==> src/hw/rtl/wfs_pkg.sv <==
// ----------------------------------------------------------------------------
// wfs_pkg
// Shared types and constants of the weighted face sampler.
// ----------------------------------------------------------------------------
package wfs_pkg;

  localparam int VAL_W  = 8;
  localparam int WGT_W  = 8;
  localparam int RND_W  = 32;
  localparam int IN_IDX_W = 4;
  localparam int CFG_W  = 5;
  localparam int ACT_RESET = 6;

  typedef enum logic [1:0] {
    MODE_WRITE  = 2'd0,
    MODE_WEIGHT = 2'd1,
    MODE_ROLL   = 2'd2,
    MODE_FILL   = 2'd3
  } mode_t;

  typedef enum logic [2:0] {
    ST_IDLE,
    ST_SUM,
    ST_DIV,
    ST_WALK,
    ST_DONE
  } state_t;

  typedef struct packed {
    logic              val_en;
    logic              wgt_en;
    logic              fill_en;
    logic [VAL_W-1:0]  value;
    logic [WGT_W-1:0]  weight;
  } tbl_wr_t;

endpackage

==> src/hw/rtl/wfs_alu.sv <==
// ----------------------------------------------------------------------------
// wfs_alu
// Shared add/subtract unit; borrow flags a < b on subtract.
// ----------------------------------------------------------------------------
module wfs_alu #(
  parameter int W = 15
) (
  input  logic [W-1:0] a,
  input  logic [W-1:0] b,
  input  logic         sub,
  output logic [W-1:0] res,
  output logic         borrow
);

  logic [W:0] sum;

  assign sum    = {1'b0, a} + {1'b0, (b ^ {W{sub}})} + (W+1)'(sub);
  assign res    = sum[W-1:0];
  assign borrow = sub & ~sum[W];

endmodule

==> src/hw/rtl/wfs_table.sv <==
// ----------------------------------------------------------------------------
// wfs_table
// Face value and weight storage, one access per cycle, registered read.
// Entries without a valid bit read as their reset contents.
// ----------------------------------------------------------------------------
module wfs_table
  import wfs_pkg::*;
#(
  parameter int MAX_FACES = 16
) (
  input  logic                                 clk,
  input  logic                                 rst_n,
  input  tbl_wr_t                              wr,
  input  logic [$clog2(MAX_FACES)-1:0]         addr,
  input  logic                                 rd_en,
  input  logic [$clog2(MAX_FACES+1)-1:0]       act,
  output logic [VAL_W-1:0]                     rd_val,
  output logic [WGT_W-1:0]                     rd_wgt
);

  localparam int IDX_W = $clog2(MAX_FACES);

  logic [VAL_W-1:0]     val_mem [MAX_FACES];
  logic [WGT_W-1:0]     wgt_mem [MAX_FACES];
  logic [MAX_FACES-1:0] val_vld_r;
  logic [MAX_FACES-1:0] wgt_vld_r;
  logic [VAL_W-1:0]     rd_val_r;
  logic [WGT_W-1:0]     rd_wgt_r;
  logic                 rd_val_vld_r;
  logic                 rd_wgt_vld_r;
  logic [IDX_W-1:0]     rd_addr_r;

  always_ff @(posedge clk) begin
    if (wr.val_en) begin
      val_mem[addr] <= wr.value;
    end
    if (wr.wgt_en) begin
      wgt_mem[addr] <= wr.weight;
    end
  end

  always_ff @(posedge clk) begin
    if (rd_en) begin
      rd_val_r     <= val_mem[addr];
      rd_wgt_r     <= wgt_mem[addr];
      rd_val_vld_r <= val_vld_r[addr];
      rd_wgt_vld_r <= wgt_vld_r[addr];
      rd_addr_r    <= addr;
    end
  end

  always_ff @(posedge clk) begin
    if (!rst_n) begin
      val_vld_r <= '0;
      wgt_vld_r <= '0;
    end else begin
      if (wr.fill_en) begin
        for (int i = 0; i < MAX_FACES; i++) begin
          if (32'(i) < 32'(act)) begin
            val_vld_r[i] <= 1'b0;
            wgt_vld_r[i] <= 1'b0;
          end
        end
      end
      if (wr.val_en) begin
        val_vld_r[addr] <= 1'b1;
      end
      if (wr.wgt_en) begin
        wgt_vld_r[addr] <= 1'b1;
      end
    end
  end

  assign rd_val = rd_val_vld_r ? rd_val_r : (VAL_W'(rd_addr_r) + VAL_W'(1));
  assign rd_wgt = rd_wgt_vld_r ? rd_wgt_r : WGT_W'(1);

endmodule

==> src/hw/rtl/wfs_seq.sv <==
// ----------------------------------------------------------------------------
// wfs_seq
// Command decode and roll sequencer: weight sum, bit-serial modulo and
// running-sum walk, all on one shared adder.
// ----------------------------------------------------------------------------
module wfs_seq
  import wfs_pkg::*;
#(
  parameter int MAX_FACES = 16
) (
  input  logic                                 clk,
  input  logic                                 rst_n,
  input  logic                                 in_valid,
  output logic                                 in_stall,
  input  logic [1:0]                           in_mode,
  input  logic [IN_IDX_W-1:0]                  in_entry_index,
  input  logic [VAL_W-1:0]                     in_face_value,
  input  logic [WGT_W-1:0]                     in_weight,
  input  logic [RND_W-1:0]                     in_random_word,
  output logic                                 out_valid,
  input  logic                                 out_stall,
  output logic [VAL_W-1:0]                     out_chosen_face,
  input  logic [$clog2(MAX_FACES+1)-1:0]       act,
  output tbl_wr_t                              tbl_wr,
  output logic [$clog2(MAX_FACES)-1:0]         tbl_addr,
  output logic                                 tbl_rd_en,
  input  logic [VAL_W-1:0]                     tbl_val,
  input  logic [WGT_W-1:0]                     tbl_wgt
);

  localparam int IDX_W   = $clog2(MAX_FACES);
  localparam int CNT_W   = $clog2(MAX_FACES+1);
  localparam int TOT_W   = $clog2(MAX_FACES*255+1);
  localparam int ALU_W   = TOT_W + 1;
  localparam int DCNT_W  = $clog2(RND_W);

  state_t              state_r, state_nxt;
  logic [CNT_W-1:0]    cnt_r;
  logic [CNT_W-1:0]    widx_r;
  logic                pend_r;
  logic                zero_r;
  logic [TOT_W-1:0]    total_r;
  logic [TOT_W-1:0]    rem_r;
  logic [RND_W-1:0]    rnd_r;
  logic [DCNT_W-1:0]   dcnt_r;
  logic [VAL_W-1:0]    chosen_r;
  logic                out_valid_r;
  logic [VAL_W-1:0]    out_face_r;

  logic                accept;
  logic                idx_ok;
  logic                rd_en;
  logic                hit;
  logic                sum_done;
  logic                div_done;
  logic                out_load;
  logic [ALU_W-1:0]    alu_a, alu_b, alu_res;
  logic                alu_sub, alu_borrow;

  wfs_alu #(.W(ALU_W)) u_alu (
    .a      (alu_a),
    .b      (alu_b),
    .sub    (alu_sub),
    .res    (alu_res),
    .borrow (alu_borrow)
  );

  assign accept = in_valid && (state_r == ST_IDLE);
  assign idx_ok = 32'(in_entry_index) < 32'(act);

  // control and datapath selects
  always_comb begin
    rd_en    = 1'b0;
    alu_sub  = 1'b0;
    alu_a    = {1'b0, total_r};
    alu_b    = ALU_W'(tbl_wgt);
    hit      = 1'b0;
    sum_done = 1'b0;
    div_done = 1'b0;
    out_load = 1'b0;
    tbl_wr   = '0;
    tbl_wr.value  = in_face_value;
    tbl_wr.weight = in_weight;
    tbl_addr = IDX_W'(32'(in_entry_index));
    case (state_r)
      ST_IDLE: begin
        if (accept) begin
          case (in_mode)
            MODE_WRITE: begin
              tbl_wr.val_en = idx_ok;
              tbl_wr.wgt_en = idx_ok;
            end
            MODE_WEIGHT: tbl_wr.wgt_en = idx_ok;
            MODE_FILL:   tbl_wr.fill_en = 1'b1;
            default: ;
          endcase
        end
      end
      ST_SUM: begin
        rd_en    = cnt_r < act;
        tbl_addr = cnt_r[IDX_W-1:0];
        sum_done = !rd_en && !pend_r;
      end
      ST_DIV: begin
        alu_sub  = 1'b1;
        alu_a    = {rem_r, rnd_r[RND_W-1]};
        alu_b    = {1'b0, total_r};
        div_done = dcnt_r == DCNT_W'(RND_W-1);
      end
      ST_WALK: begin
        rd_en    = cnt_r < act;
        tbl_addr = cnt_r[IDX_W-1:0];
        alu_sub  = 1'b1;
        alu_a    = {1'b0, rem_r};
        hit      = pend_r && (zero_r || alu_borrow || (widx_r == act - CNT_W'(1)));
      end
      ST_DONE: out_load = !out_valid_r || !out_stall;
      default: ;
    endcase
  end

  always_comb begin
    state_nxt = state_r;
    case (state_r)
      ST_IDLE: if (accept && (in_mode == MODE_ROLL)) state_nxt = ST_SUM;
      ST_SUM: begin
        if (sum_done) begin
          state_nxt = (total_r == '0) ? ST_WALK : ST_DIV;
        end
      end
      ST_DIV:  if (div_done) state_nxt = ST_WALK;
      ST_WALK: if (hit) state_nxt = ST_DONE;
      ST_DONE: if (out_load) state_nxt = ST_IDLE;
      default: state_nxt = ST_IDLE;
    endcase
  end

  always_ff @(posedge clk) begin
    if (!rst_n) begin
      state_r     <= ST_IDLE;
      out_valid_r <= 1'b0;
      pend_r      <= 1'b0;
    end else begin
      state_r <= state_nxt;
      if (out_load) begin
        out_valid_r <= 1'b1;
      end else if (!out_stall) begin
        out_valid_r <= 1'b0;
      end
      case (state_r)
        ST_SUM:  pend_r <= sum_done ? 1'b0 : rd_en;
        ST_WALK: pend_r <= rd_en;
        default: pend_r <= 1'b0;
      endcase
    end
  end

  always_ff @(posedge clk) begin
    case (state_r)
      ST_IDLE: begin
        total_r <= '0;
        rem_r   <= '0;
        cnt_r   <= '0;
        widx_r  <= '0;
        dcnt_r  <= '0;
        rnd_r   <= in_random_word;
      end
      ST_SUM: begin
        if (rd_en) begin
          cnt_r <= cnt_r + CNT_W'(1);
        end
        if (pend_r) begin
          total_r <= alu_res[TOT_W-1:0];
        end
        if (sum_done) begin
          cnt_r  <= '0;
          zero_r <= total_r == '0;
        end
      end
      ST_DIV: begin
        rem_r  <= alu_borrow ? alu_a[TOT_W-1:0] : alu_res[TOT_W-1:0];
        rnd_r  <= {rnd_r[RND_W-2:0], 1'b0};
        dcnt_r <= dcnt_r + DCNT_W'(1);
      end
      ST_WALK: begin
        if (rd_en) begin
          cnt_r <= cnt_r + CNT_W'(1);
        end
        if (pend_r) begin
          if (hit) begin
            chosen_r <= tbl_val;
          end else begin
            rem_r  <= alu_res[TOT_W-1:0];
            widx_r <= widx_r + CNT_W'(1);
          end
        end
      end
      ST_DONE: if (out_load) out_face_r <= chosen_r;
      default: ;
    endcase
  end

  assign tbl_rd_en       = rd_en;
  assign in_stall        = state_r != ST_IDLE;
  assign out_valid       = out_valid_r;
  assign out_chosen_face = out_face_r;

endmodule

==> src/hw/rtl/weighted_face_sampler_top.sv <==
// ----------------------------------------------------------------------------
// weighted_face_sampler_top
// Weighted random face selection over a table of up to MAX_FACES faces.
//
//   channel  direction  handshake        payload
//   in_      input      valid / stall    mode, entry_index, face_value,
//                                        weight, random_word
//   out_     output     valid / stall    chosen_face (rolls only)
//   cfg_     input      valid / ready    active_faces
//
// Write, set weight and uniform fill are applied in the idle state and leave it idle.
// A roll makes one table read per cycle for the weight sum and the walk,
// and runs a 32-step restoring modulo on the shared adder; a zero total
// skips the modulo.
// Reset is synchronous; the table reads as its reset contents at once.
// A held result blocks the next roll only at its final step.
// ----------------------------------------------------------------------------
module weighted_face_sampler_top
  import wfs_pkg::*;
#(
  parameter int MAX_FACES = 16
) (
  input  logic                 clk,
  input  logic                 rst_n,
  input  logic                 in_valid,
  output logic                 in_stall,
  input  logic [1:0]           in_mode,
  input  logic [IN_IDX_W-1:0]  in_entry_index,
  input  logic [VAL_W-1:0]     in_face_value,
  input  logic [WGT_W-1:0]     in_weight,
  input  logic [RND_W-1:0]     in_random_word,
  output logic                 out_valid,
  input  logic                 out_stall,
  output logic [VAL_W-1:0]     out_chosen_face,
  input  logic                 cfg_valid,
  output logic                 cfg_ready,
  input  logic [CFG_W-1:0]     cfg_active_faces
);

  localparam int IDX_W   = $clog2(MAX_FACES);
  localparam int CNT_W   = $clog2(MAX_FACES+1);
  localparam int ACT_RST = (MAX_FACES < ACT_RESET) ? MAX_FACES : ACT_RESET;

  logic [CNT_W-1:0] act_r, act_nxt;
  tbl_wr_t          tbl_wr;
  logic [IDX_W-1:0] tbl_addr;
  logic             tbl_rd_en;
  logic [VAL_W-1:0] tbl_val;
  logic [WGT_W-1:0] tbl_wgt;

  always_comb begin
    if (cfg_active_faces == '0) begin
      act_nxt = CNT_W'(1);
    end else if (32'(cfg_active_faces) > 32'(MAX_FACES)) begin
      act_nxt = CNT_W'(MAX_FACES);
    end else begin
      act_nxt = CNT_W'(32'(cfg_active_faces));
    end
  end

  always_ff @(posedge clk) begin
    if (!rst_n) begin
      act_r <= CNT_W'(ACT_RST);
    end else if (cfg_valid && cfg_ready) begin
      act_r <= act_nxt;
    end
  end

  assign cfg_ready = 1'b1;

  wfs_table #(.MAX_FACES(MAX_FACES)) u_table (
    .clk    (clk),
    .rst_n  (rst_n),
    .wr     (tbl_wr),
    .addr   (tbl_addr),
    .rd_en  (tbl_rd_en),
    .act    (act_r),
    .rd_val (tbl_val),
    .rd_wgt (tbl_wgt)
  );

  wfs_seq #(.MAX_FACES(MAX_FACES)) u_seq (
    .clk             (clk),
    .rst_n           (rst_n),
    .in_valid        (in_valid),
    .in_stall        (in_stall),
    .in_mode         (in_mode),
    .in_entry_index  (in_entry_index),
    .in_face_value   (in_face_value),
    .in_weight       (in_weight),
    .in_random_word  (in_random_word),
    .out_valid       (out_valid),
    .out_stall       (out_stall),
    .out_chosen_face (out_chosen_face),
    .act             (act_r),
    .tbl_wr          (tbl_wr),
    .tbl_addr        (tbl_addr),
    .tbl_rd_en       (tbl_rd_en),
    .tbl_val         (tbl_val),
    .tbl_wgt         (tbl_wgt)
  );

endmodule

==> config.mk <==
export PLATFORM = sky130hd
export DESIGN_NAME = weighted_face_sampler_top
export DESIGN_NICKNAME = d
export VERILOG_FILES = /design/src/hw/rtl/wfs_pkg.sv /design/src/hw/rtl/wfs_alu.sv /design/src/hw/rtl/wfs_table.sv /design/src/hw/rtl/wfs_seq.sv /design/src/hw/rtl/weighted_face_sampler_top.sv
export SDC_FILE = /design/constraint.sdc
export NUM_CORES = 1
export LEC_CHECK = 0
export ABC_AREA = 1
export BUFFER_PORTS_ARGS = -buffer_cell sky130_fd_sc_hd__buf_4
export CELL_PAD_IN_SITES_DETAIL_PLACEMENT = 1
export CELL_PAD_IN_SITES_GLOBAL_PLACEMENT = 2
export CORE_ASPECT_RATIO = 1.2
export CORE_MARGIN = 2
export CORE_UTILIZATION = 45
export DETAILED_ROUTE_END_ITERATION = 12
export HOLD_SLACK_MARGIN = 0.06
export PLACE_DENSITY_LB_ADDON = 0.1
export SLEW_MARGIN = 10
export SYNTH_ARGS = -nofsm -noshare
export SYNTH_HDL_FRONTEND = slang
export SYNTH_SLANG_ARGS = --single-unit
==> constraint.sdc <==
create_clock -name clk -period 8.4 [get_ports clk]
set_clock_uncertainty 0.15 [all_clocks]
set_input_delay 0.84 -clock clk [delete_from_list [all_inputs] [get_ports clk]]
set_output_delay 0.84 -clock clk [all_outputs]
set_load 0.02 [all_outputs]
==> impl_metrics.xml, run 1 <==
<?xml version="1.0" encoding="UTF-8"?>
<metrics>
  <group name="worst_setup_path">
    <metric name="timing.critical_path.required" unit="ps">8510</metric>
    <metric name="worst_setup_path_end_kind" unit="">flip-flop</metric>
    <metric name="critical_path.reg2reg.startpoint" unit="">u_seq.state_r[0]$_SDFFE_PN0P_</metric>
    <metric name="worst-r2r-cell-count" unit="">17</metric>
    <metric name="worst_ep_arrival_time" unit="ps">5090</metric>
    <metric name="r2r-end" unit="">u_seq.rem_r[10]$_DFFE_PP_</metric>
    <metric name="ff2ff_setup_slack" unit="ps">3420</metric>
    <metric name="start_kind" unit="">flip-flop</metric>
    <metric name="setup.worst_path.class" unit="">flip-flop to flip-flop</metric>
    <metric name="cp_max_fo" unit="">70</metric>
  </group>
  <group name="drt">
    <metric name="detail_route.wirelength" unit="um">48090</metric>
    <metric name="met3WireLength" unit="um">1596</metric>
    <metric name="dr.first_iter.drc_count" unit="">834</metric>
    <metric name="met2_length" unit="um">24250</metric>
    <metric name="drc" unit="">0</metric>
    <metric name="num_vias" unit="">11657</metric>
    <metric name="topRoutingLayerUsed" unit="">met4</metric>
    <metric name="detail_route.vias_per_cell" unit="">5.473</metric>
    <metric name="detail_route.wl_per_cell" unit="um">22.58</metric>
    <metric name="postRouteAntennaNets" unit="">0</metric>
    <metric name="wirelength_met1" unit="um">20820</metric>
    <metric name="drt_first_pass_iters" unit="">5</metric>
  </group>
  <group name="placement">
    <metric name="gp_congestion" unit="">0.8893</metric>
    <metric name="io_buffer_count" unit="">73</metric>
    <metric name="hpwl" unit="um">31720</metric>
  </group>
  <group name="clock_network">
    <metric name="cts-resized-gates" unit="">0</metric>
    <metric name="cts_made_buffers" unit="">43</metric>
    <metric name="max-clock-path-buffers" unit="">3</metric>
    <metric name="cts_root_buffer" unit="">sky130_fd_sc_hd__clkbuf_16</metric>
    <metric name="holdBufCountCts" unit="">0</metric>
    <metric name="numClockSinks" unit="">408</metric>
    <metric name="clk_latency" unit="ps">550</metric>
    <metric name="clock_slew_at_the_register_clock_pins_of_the_worst_setup_and_hold_paths" unit="ps">60</metric>
    <metric name="clock_h_tree_levels" unit="">2</metric>
    <metric name="postCtsSetupRepairBufs" unit="">0</metric>
    <metric name="clock_tree_from_tritoncts" unit="">done</metric>
  </group>
  <group name="logic_synthesis">
    <metric name="netlist_area" unit="mm2">0.01759</metric>
    <metric name="synth.yosys.warnings" unit="">0</metric>
    <metric name="synth_enable_flop_cells" unit="">366</metric>
    <metric name="synth.area.top_cells" unit="">sky130_fd_sc_hd__edfxtp_1 (62%), sky130_fd_sc_hd__nand2_1 (7.9%), sky130_fd_sc_hd__a22oi_1 (6.2%)</metric>
    <metric name="yosysTopAreaCell" unit="">sky130_fd_sc_hd__edfxtp_1</metric>
    <metric name="synthCells" unit="">1500</metric>
    <metric name="syn_avg_cell_area" unit="um2">11.73</metric>
    <metric name="netlist_cell_types" unit="">53</metric>
    <metric name="synth.top_cell.area_share" unit="">0.6249</metric>
    <metric name="ys_seq_elements" unit="">408</metric>
    <metric name="ys_seq_area_frac" unit="">0.6727</metric>
    <metric name="postSynth.asyncResetShare" unit="">0</metric>
    <metric name="synth_top_flop_cell" unit="">sky130_fd_sc_hd__edfxtp_1</metric>
    <metric name="mappedNetlistNets" unit="">1590</metric>
  </group>
  <group name="power_and_ir_drop">
    <metric name="netSwitchingPower" unit="uW">2256</metric>
    <metric name="clock_power_share" unit="">0.288</metric>
    <metric name="p_sw_frac" unit="">0.3523</metric>
    <metric name="ir_worst_vdd" unit="mV">0.2343</metric>
    <metric name="static-leakage-power" unit="uW">0.007623</metric>
    <metric name="power_per_cell_area" unit="mW/mm2">321.0</metric>
    <metric name="power_frac_comb" unit="">0.298</metric>
    <metric name="cellInternalPower" unit="uW">4149</metric>
    <metric name="power_frac_seq" unit="">0.414</metric>
  </group>
  <group name="global_routing">
    <metric name="grt_max_degree" unit="">73</metric>
    <metric name="via_count_of_the_first_global_routing_pass" unit="">12147</metric>
    <metric name="antenna_found_initial" unit="">1</metric>
    <metric name="grt_pass1_wl" unit="um">72440</metric>
    <metric name="globalRouteTotalUtil" unit="">0.2395</metric>
    <metric name="grt_overflow" unit="">0</metric>
  </group>
  <group name="cells_and_area">
    <metric name="antennaDiodeCount" unit="">0</metric>
    <metric name="final_core_utilization" unit="">0.5164</metric>
    <metric name="fraction_of_final_layout_cells_with_drive_strength_greater_than_1" unit="">0.1353</metric>
    <metric name="flow.area_growth_from_synthesis" unit="%">13.47</metric>
    <metric name="finalNetCount" unit="">1660</metric>
    <metric name="layout.cells.most_common_list" unit="">sky130_fd_sc_hd__nand2_1 (372), sky130_fd_sc_hd__edfxtp_1 (366), sky130_fd_sc_hd__a22oi_1 (145)</metric>
    <metric name="final_common_cell" unit="">sky130_fd_sc_hd__nand2_1</metric>
  </group>
  <group name="die">
    <metric name="die_height" unit="um">220.6</metric>
    <metric name="die_area" unit="mm2">0.04069</metric>
    <metric name="placement_rows" unit="">79</metric>
    <metric name="num_io_pins" unit="">75</metric>
    <metric name="start_util" unit="">0.4551</metric>
    <metric name="dieWidth" unit="um">184.5</metric>
    <metric name="core_region_area" unit="mm2">0.03865</metric>
  </group>
  <group name="timing">
    <metric name="report.final.setup_viol" unit="">0</metric>
    <metric name="final.period_utilization" unit="">0.5930</metric>
    <metric name="timing.max_slew.rel_slack" unit="">0.2219</metric>
    <metric name="totalNegativeSetupSlack" unit="ps">0</metric>
    <metric name="hold_violations" unit="">0</metric>
    <metric name="min_period" unit="ps">4981</metric>
    <metric name="grt_setup_unrepaired" unit="">no</metric>
    <metric name="max_freq" unit="MHz">200.8</metric>
    <metric name="max_slew.worst_pin.slew" unit="ps">1163</metric>
    <metric name="whs" unit="ps">265.6</metric>
    <metric name="report.final.slew_viol_count" unit="">0</metric>
  </group>
  <group name="hold_path">
    <metric name="whs_endpoint" unit="">u_seq.out_chosen_face[5]$_DFFE_PP_</metric>
    <metric name="holdCritStartpoint" unit="">u_seq.chosen_r[5]$_SDFFCE_PN0P_</metric>
    <metric name="min_path_type" unit="">flip-flop to flip-flop</metric>
    <metric name="worst_hold_path.num_cells" unit="">0</metric>
  </group>
  <group name="outcome">
    <metric name="outcome" unit="">complete, no violations</metric>
  </group>
  <group name="run">
    <metric name="drv_cap" unit="">0</metric>
  </group>
</metrics>
-- registers in the layout, indices dropped and copies added, names as in the netlist, 8 cells and up --
signal and count:
u_seq.chosen_r 8, u_table.wgt_vld_r 16, u_seq.out_chosen_face 8, u_seq.total_r 12
u_table.val_mem 128, u_table.val_vld_r 16, u_table.rd_wgt_r 8, u_table.rd_val_r 8
u_seq.rem_r 12, u_seq.rnd_r 32, u_table.wgt_mem 128
-- critical path, stage by stage, from the launching register on --
cell                       delay (ps)
sky130_fd_sc_hd__dfxtp_1          420
sky130_fd_sc_hd__nor2_4           110
sky130_fd_sc_hd__buf_4            460
sky130_fd_sc_hd__nand2_4          560
sky130_fd_sc_hd__nand2_4          400
sky130_fd_sc_hd__inv_2            220
sky130_fd_sc_hd__a21oi_1          240
sky130_fd_sc_hd__inv_1             70
sky130_fd_sc_hd__ha_1             370
sky130_fd_sc_hd__nand2_1          140
sky130_fd_sc_hd__nor2_1           130
sky130_fd_sc_hd__nand3_1          120
sky130_fd_sc_hd__nand2_2          130
sky130_fd_sc_hd__nand2_2           70
sky130_fd_sc_hd__nand2_4          160
sky130_fd_sc_hd__nand3_1          120
sky130_fd_sc_hd__a22oi_1          470
sky130_fd_sc_hd__clkbuf_4         330
-- metal layers --
| layer | vias up | global-route usage |
|---|---|---|
| met5 | - | 0 |
| met4 | 0 | 0.07467 |
| met3 | 77 | 0.02831 |
| met2 | 210 | 0.4241 |
| met1 | 5891 | 0.3081 |
| li1 | 5479 | - |
-- cell type report --
type                    count  area [um2]
clock buffers              60        1201
multi-input cells         903        4965
well taps                 526       658.1
repair buffers             88       660.6
clock inverters            19       160.2
flip-flops and latches    408       11830
inverters                 126       480.5
fillers                  4036       18690
-- cell families (layout without fill, tap and decap cells) --
group | count (synthesis) | after routing | share of synthesized area
AOI/OAI and AO/OA | 294 | 294 | 0.1118
xor gates and xnor gates | 24 | 24 | 0.01195
adders and majority gates | 26 | 26 | 0.01892
buffers and inverters | 189 | 293 | 0.04567
DFF | 408 | 408 | 0.6727
muxes | 1 | 1 | 0.0005691
other | 1 | 1 | 0.0002132
and+or+nand+nor | 557 | 557 | 0.1382
-- Yosys cell counts (7+ instances only) --
cell type / n
sky130_fd_sc_hd__xnor2_1: 9
sky130_fd_sc_hd__clkbuf_1: 13
sky130_fd_sc_hd__a21oi_1: 59
sky130_fd_sc_hd__nor2_2: 9
sky130_fd_sc_hd__nand2_2: 8
sky130_fd_sc_hd__o21a_1: 9
sky130_fd_sc_hd__o22ai_1: 13
sky130_fd_sc_hd__dfxtp_1: 42
sky130_fd_sc_hd__nand4_1: 25
sky130_fd_sc_hd__xor2_1: 15
sky130_fd_sc_hd__nand2_1: 372
sky130_fd_sc_hd__nand2_4: 7
sky130_fd_sc_hd__inv_1: 107
sky130_fd_sc_hd__edfxtp_1: 366
sky130_fd_sc_hd__ha_1: 25
sky130_fd_sc_hd__nor2_1: 82
sky130_fd_sc_hd__a22oi_1: 145
sky130_fd_sc_hd__nand3_1: 27
sky130_fd_sc_hd__buf_4: 10
sky130_fd_sc_hd__buf_2: 35
sky130_fd_sc_hd__inv_2: 15
sky130_fd_sc_hd__o21ai_0: 37
-- metrics by stage --
stage	instances	area (um2)	worst slack, ps	power, uW
2_1_floorplan	1500	17590	4242	3988
3_3_place_gp	2050	18590	3374	4567
3_5_place_dp	2050	18590	3168	4607
4_1_cts	2129	19950	3153	6458
5_1_grt	2130	19960	3027	6750
6_report	2130	19960	3419	6406
-- worst max path at each step --
stage / from / endpoint / slack (ps) / depth (start not counted)
4_1_cts: u_seq.state_r[0]$_SDFFE_PN0P_ / u_seq.rem_r[9]$_DFFE_PP_ / 3150 / 16
3_5_place_dp: u_seq.state_r[0]$_SDFFE_PN0P_ / u_seq.rem_r[9]$_DFFE_PP_ / 3170 / 16
6_report: u_seq.state_r[0]$_SDFFE_PN0P_ / u_seq.rem_r[10]$_DFFE_PP_ / 3420 / 17
5_1_grt: u_seq.state_r[0]$_SDFFE_PN0P_ / u_seq.rem_r[11]$_DFFE_PP_ / 3030 / 17
3_3_place_gp: u_seq.state_r[0]$_SDFFE_PN0P_ / u_seq.rem_r[10]$_DFFE_PP_ / 3370 / 15
2_1_floorplan: u_seq.state_r[0]$_SDFFE_PN0P_ / u_seq.rem_r[0]$_DFFE_PP_ / 4240 / 15
-- power by group through the flow --
stage | Sequential [uW] | Clock, uW | Combinational, uW
4_1_cts | 2660 | 1880 | 1920
3_5_place_dp | 2700 | 0 | 1910
6_report | 2650 | 1840 | 1910
5_1_grt | 2680 | 1950 | 2120
3_3_place_gp | 2690 | 0 | 1880
2_1_floorplan | 2650 | 0 | 1340
(Power assumes the default switching activity.)
==> run 2, diff against run 1 <==
Settings changed: ABC_AREA 1 to 0, CORE_UTILIZATION 45 to 38.
Clock period 8.4 ns to 4.1 ns, I/O delays scaled along.
==> impl_metrics.xml, run 2 <==
<?xml version="1.0" encoding="UTF-8"?>
<metrics>
  <group name="cells_and_area">
    <metric name="top_regs" unit="">u_table.val_mem: 128 flops, u_table.wgt_mem: 128 flops, u_seq.rnd_r: 32 flops</metric>
    <metric name="fraction_of_final_layout_cells_with_drive_strength_greater_than_1" unit="">0.1281</metric>
    <metric name="finalNetCount" unit="">1851</metric>
    <metric name="final_common_cell" unit="">sky130_fd_sc_hd__nand2_1</metric>
    <metric name="layout.cells.non_filler" unit="">2418</metric>
    <metric name="layout.cells.most_common_list" unit="">sky130_fd_sc_hd__nand2_1 (438), sky130_fd_sc_hd__edfxtp_1 (366), sky130_fd_sc_hd__nand3_1 (149)</metric>
    <metric name="antennaDiodeCount" unit="">0</metric>
    <metric name="flow.area_growth_from_synthesis" unit="%">19.95</metric>
  </group>
  <group name="timing">
    <metric name="hold_violations" unit="">0</metric>
    <metric name="grt_setup_unrepaired" unit="">no</metric>
    <metric name="max_freq" unit="MHz">272.6</metric>
    <metric name="timing.max_slew.rel_slack" unit="">0.3435</metric>
    <metric name="min_period" unit="ps">3669</metric>
    <metric name="final.period_utilization" unit="">0.8948</metric>
    <metric name="fin_ws" unit="ps">431.4</metric>
    <metric name="totalNegativeSetupSlack" unit="ps">0</metric>
    <metric name="report.final.setup_viol" unit="">0</metric>
    <metric name="report.final.slew_viol_count" unit="">0</metric>
    <metric name="max_slew.worst_pin.slew" unit="ps">964.1</metric>
  </group>
  <group name="die">
    <metric name="core_region_area" unit="mm2">0.04703</metric>
    <metric name="die_area" unit="mm2">0.04939</metric>
    <metric name="dieWidth" unit="um">203.2</metric>
    <metric name="num_io_pins" unit="">75</metric>
    <metric name="die_height" unit="um">243.1</metric>
    <metric name="placement_rows" unit="">87</metric>
    <metric name="start_util" unit="">0.3848</metric>
  </group>
  <group name="logic_synthesis">
    <metric name="synth-compound-area-share" unit="">0.08740</metric>
    <metric name="synth.yosys.warnings" unit="">0</metric>
    <metric name="synth.top_cell.area_share" unit="">0.6073</metric>
    <metric name="dominant_combinational_cell_family_by_area_after_synthesis" unit="">simple AND/OR/NAND/NOR gates</metric>
    <metric name="ys_seq_elements" unit="">408</metric>
    <metric name="syn_avg_cell_area" unit="um2">11.20</metric>
    <metric name="synth-simple-area-share" unit="">0.1823</metric>
    <metric name="mappedNetlistNets" unit="">1706</metric>
    <metric name="muxShareOfSynthArea" unit="">0.01265</metric>
    <metric name="netlist_area" unit="mm2">0.01810</metric>
    <metric name="synthCells" unit="">1616</metric>
    <metric name="postSynth.asyncResetShare" unit="">0</metric>
    <metric name="synth_top_flop_cell" unit="">sky130_fd_sc_hd__edfxtp_1</metric>
    <metric name="synth_fa_ha_area_frac" unit="">0.01839</metric>
    <metric name="yosys.area_share.xor_xnor" unit="">0.01597</metric>
    <metric name="synth_enable_flop_cells" unit="">366</metric>
    <metric name="yosysTopAreaCell" unit="">sky130_fd_sc_hd__edfxtp_1</metric>
    <metric name="ys_seq_area_frac" unit="">0.6538</metric>
    <metric name="netlist_cell_types" unit="">62</metric>
    <metric name="synth.area.top_cells" unit="">sky130_fd_sc_hd__edfxtp_1 (61%), sky130_fd_sc_hd__nand2_1 (9.1%), sky130_fd_sc_hd__dfxtp_1 (4.6%)</metric>
    <metric name="synth_commonest_cells" unit="">sky130_fd_sc_hd__nand2_1 (438), sky130_fd_sc_hd__edfxtp_1 (366), sky130_fd_sc_hd__nand3_1 (149), sky130_fd_sc_hd__nor2_1 (77), sky130_fd_sc_hd__clkbuf_1 (72)</metric>
    <metric name="synth_most_common_cell" unit="">sky130_fd_sc_hd__nand2_1</metric>
  </group>
  <group name="worst_setup_path">
    <metric name="start_kind" unit="">flip-flop</metric>
    <metric name="worst_path_dominant_cell_family" unit="">compound AO/OA/AOI/OAI gates</metric>
    <metric name="timing.critical_path.mode_cell" unit="">sky130_fd_sc_hd__nand2_1</metric>
    <metric name="ff2ff_setup_slack" unit="ps">430</metric>
    <metric name="setup.worst_path.class" unit="">flip-flop to flip-flop</metric>
    <metric name="critical_path.max_stage_delay" unit="ps">410</metric>
    <metric name="crit_start" unit="">u_seq.state_r[0]$_SDFFE_PN0P_</metric>
    <metric name="r2r-end" unit="">u_seq.widx_r[3]$_SDFFCE_PP0P_</metric>
    <metric name="timing.critical_path.required" unit="ps">4190</metric>
    <metric name="critical_path.reg2reg.startpoint" unit="">u_seq.state_r[0]$_SDFFE_PN0P_</metric>
    <metric name="cp_max_fo" unit="">6</metric>
    <metric name="critPathBufInv" unit="">0</metric>
    <metric name="worst_setup_path_end_kind" unit="">flip-flop</metric>
    <metric name="cell_with_the_largest_stage_delay_on_the_worst_path" unit="">sky130_fd_sc_hd__dfxtp_1</metric>
    <metric name="worst_ep_arrival_time" unit="ps">3760</metric>
    <metric name="crit_chain" unit="">nor2b_2 &gt; nand2_1 &gt; xor2_1 &gt; nand2_1 &gt; o21ai_0 &gt; ha_1 &gt; o21ai_0 &gt; a21oi_1 &gt; o32a_1 &gt; nand3_2 &gt; o31ai_2 &gt; nand2_1 &gt; o21ai_2</metric>
    <metric name="worst-r2r-cell-count" unit="">13</metric>
  </group>
  <group name="placement">
    <metric name="hpwl" unit="um">32590</metric>
    <metric name="pre_cts_ws" unit="ps">149.6</metric>
    <metric name="gp_congestion" unit="">0.8012</metric>
    <metric name="dpl.cell_count" unit="">2277</metric>
    <metric name="io_buffer_count" unit="">73</metric>
  </group>
  <group name="power_and_ir_drop">
    <metric name="power_per_cell_area" unit="mW/mm2">533.1</metric>
    <metric name="ir_worst_vdd" unit="mV">0.3385</metric>
    <metric name="static-leakage-power" unit="uW">0.007975</metric>
  </group>
  <group name="clock_network">
    <metric name="clock_h_tree_levels" unit="">2</metric>
    <metric name="max-clock-path-buffers" unit="">3</metric>
    <metric name="clk_latency" unit="ps">570</metric>
    <metric name="cts_made_buffers" unit="">44</metric>
    <metric name="numClockSinks" unit="">408</metric>
    <metric name="cts_root_buffer" unit="">sky130_fd_sc_hd__clkbuf_16</metric>
    <metric name="clock_tree_from_tritoncts" unit="">done</metric>
    <metric name="clock_slew_at_the_register_clock_pins_of_the_worst_setup_and_hold_paths" unit="ps">60</metric>
  </group>
  <group name="drt">
    <metric name="detail_route.wl_per_cell" unit="um">20.91</metric>
    <metric name="drc" unit="">0</metric>
    <metric name="detail_route.vias_per_cell" unit="">5.259</metric>
    <metric name="num_vias" unit="">12716</metric>
    <metric name="postRouteAntennaNets" unit="">0</metric>
    <metric name="detail_route.wirelength" unit="um">50570</metric>
    <metric name="drt_first_pass_iters" unit="">5</metric>
    <metric name="dr.first_iter.drc_count" unit="">631</metric>
  </group>
  <group name="hold_path">
    <metric name="min_path_type" unit="">input port to flip-flop</metric>
    <metric name="whs_endpoint" unit="">u_seq.state_r[2]$_SDFFE_PN0P_</metric>
    <metric name="holdCritStartpoint" unit="">rst_n</metric>
    <metric name="worst_hold_path.num_cells" unit="">2</metric>
  </group>
  <group name="global_routing">
    <metric name="grt_overflow" unit="">0</metric>
    <metric name="antenna_found_initial" unit="">0</metric>
    <metric name="via_count_of_the_first_global_routing_pass" unit="">13461</metric>
    <metric name="grt_pass1_wl" unit="um">79140</metric>
    <metric name="grt_max_degree" unit="">103</metric>
    <metric name="globalRouteTotalUtil" unit="">0.2072</metric>
  </group>
  <group name="outcome">
    <metric name="outcome" unit="">complete, no violations</metric>
  </group>
  <group name="run">
    <metric name="drv_cap" unit="">0</metric>
  </group>
</metrics>
==> run 2: worst max-delay path by stage <==
stage	endpoint	cells past startpoint	slack [ps]
5_1_grt	u_seq.widx_r[3]$_SDFFCE_PP0P_	13	40
3_5_place_dp	u_seq.rem_r[4]$_DFFE_PP_	13	150
4_1_cts	u_seq.rem_r[7]$_DFFE_PP_	13	80
2_1_floorplan	u_seq.widx_r[0]$_SDFFCE_PP0P_	14	9
6_report	u_seq.widx_r[3]$_SDFFCE_PP0P_	13	430
3_3_place_gp	u_seq.rem_r[3]$_DFFE_PP_	13	230
==> run 2: cells by family after synthesis <==
logic type                 Yosys count
buffers and inverters              133
other                                1
DFF                                408
and+or+nand+nor                    761
AOI/OAI and AO/OA                  232
xor gates and xnor gates            33
adders and majority gates           26
muxes                               22
==> run 2: final cells by class <==
class | count | area [um2]
timing repair buffer | 199 | 1694
sequential | 408 | 11830
multi-input combinational | 1075 | 5813
clock buffer | 62 | 1235
tap | 623 | 779.5
fill | 5070 | 25320
inverter | 33 | 126.4
clock inverter | 18 | 226.5
==> run 2: timing repair <==
item / CTS / global route
setup buffers: 0 / 1
setup endpoints to repair: 0 / 17
hold endpoints to repair: 294 / 0
resized for setup: 0 / 2
hold buffers: 60 / 0
==> run 2: per-stage QoR <==
| stage | util | power, uW | hold WS [ps] | cell area, um2 |
|---|---|---|---|---|
| 5_1_grt | 0.4616 | 12140 | 85.80 | 21710 |
| 6_report | 0.4616 | 11570 | 93.70 | 21710 |
| 3_5_place_dp | 0.4171 | 7576 | 260.2 | 19620 |
| 4_1_cts | 0.4610 | 11710 | 66.00 | 21680 |
| 2_1_floorplan | - | 6653 | 250.3 | 18110 |
| 3_3_place_gp | 0.4171 | 7548 | 257.7 | 19620 |
==> run 2: power by group <==
part | leakage (uW) | switching (uW) | total, uW | internal [uW]
registers | 0.00379 | 217 | 5120 | 4900
clock network | 0.000717 | 1640 | 4050 | 2420
logic | 0.00347 | 1560 | 2400 | 836
==> run 2: worst reg2reg max path, stage by stage (launching register included) <==
cell                      delay [ps]
sky130_fd_sc_hd__dfxtp_1         410
sky130_fd_sc_hd__nor2b_2         200
sky130_fd_sc_hd__nand2_1         210
sky130_fd_sc_hd__xor2_1          230
sky130_fd_sc_hd__nand2_1          70
sky130_fd_sc_hd__o21ai_0          90
sky130_fd_sc_hd__ha_1            390
sky130_fd_sc_hd__o21ai_0         130
sky130_fd_sc_hd__a21oi_1         180
sky130_fd_sc_hd__o32a_1          210
sky130_fd_sc_hd__nand3_2         160
sky130_fd_sc_hd__o31ai_2         380
sky130_fd_sc_hd__nand2_1         210
sky130_fd_sc_hd__o21ai_2         340
==> run 2: routing by layer <==
layer / track usage / share of wire / vias to the layer above / routed length [um]
li1: - / - / 6100 / -
met1: 0.2734 / 0.45 / 6380 / 22860
met2: 0.3583 / 0.50 / 181 / 25190
met3: 0.03115 / 0.031 / 55 / 1589
met4: 0.04873 / 0.018 / 0 / 929
met5: 0 / 0 / - / 0
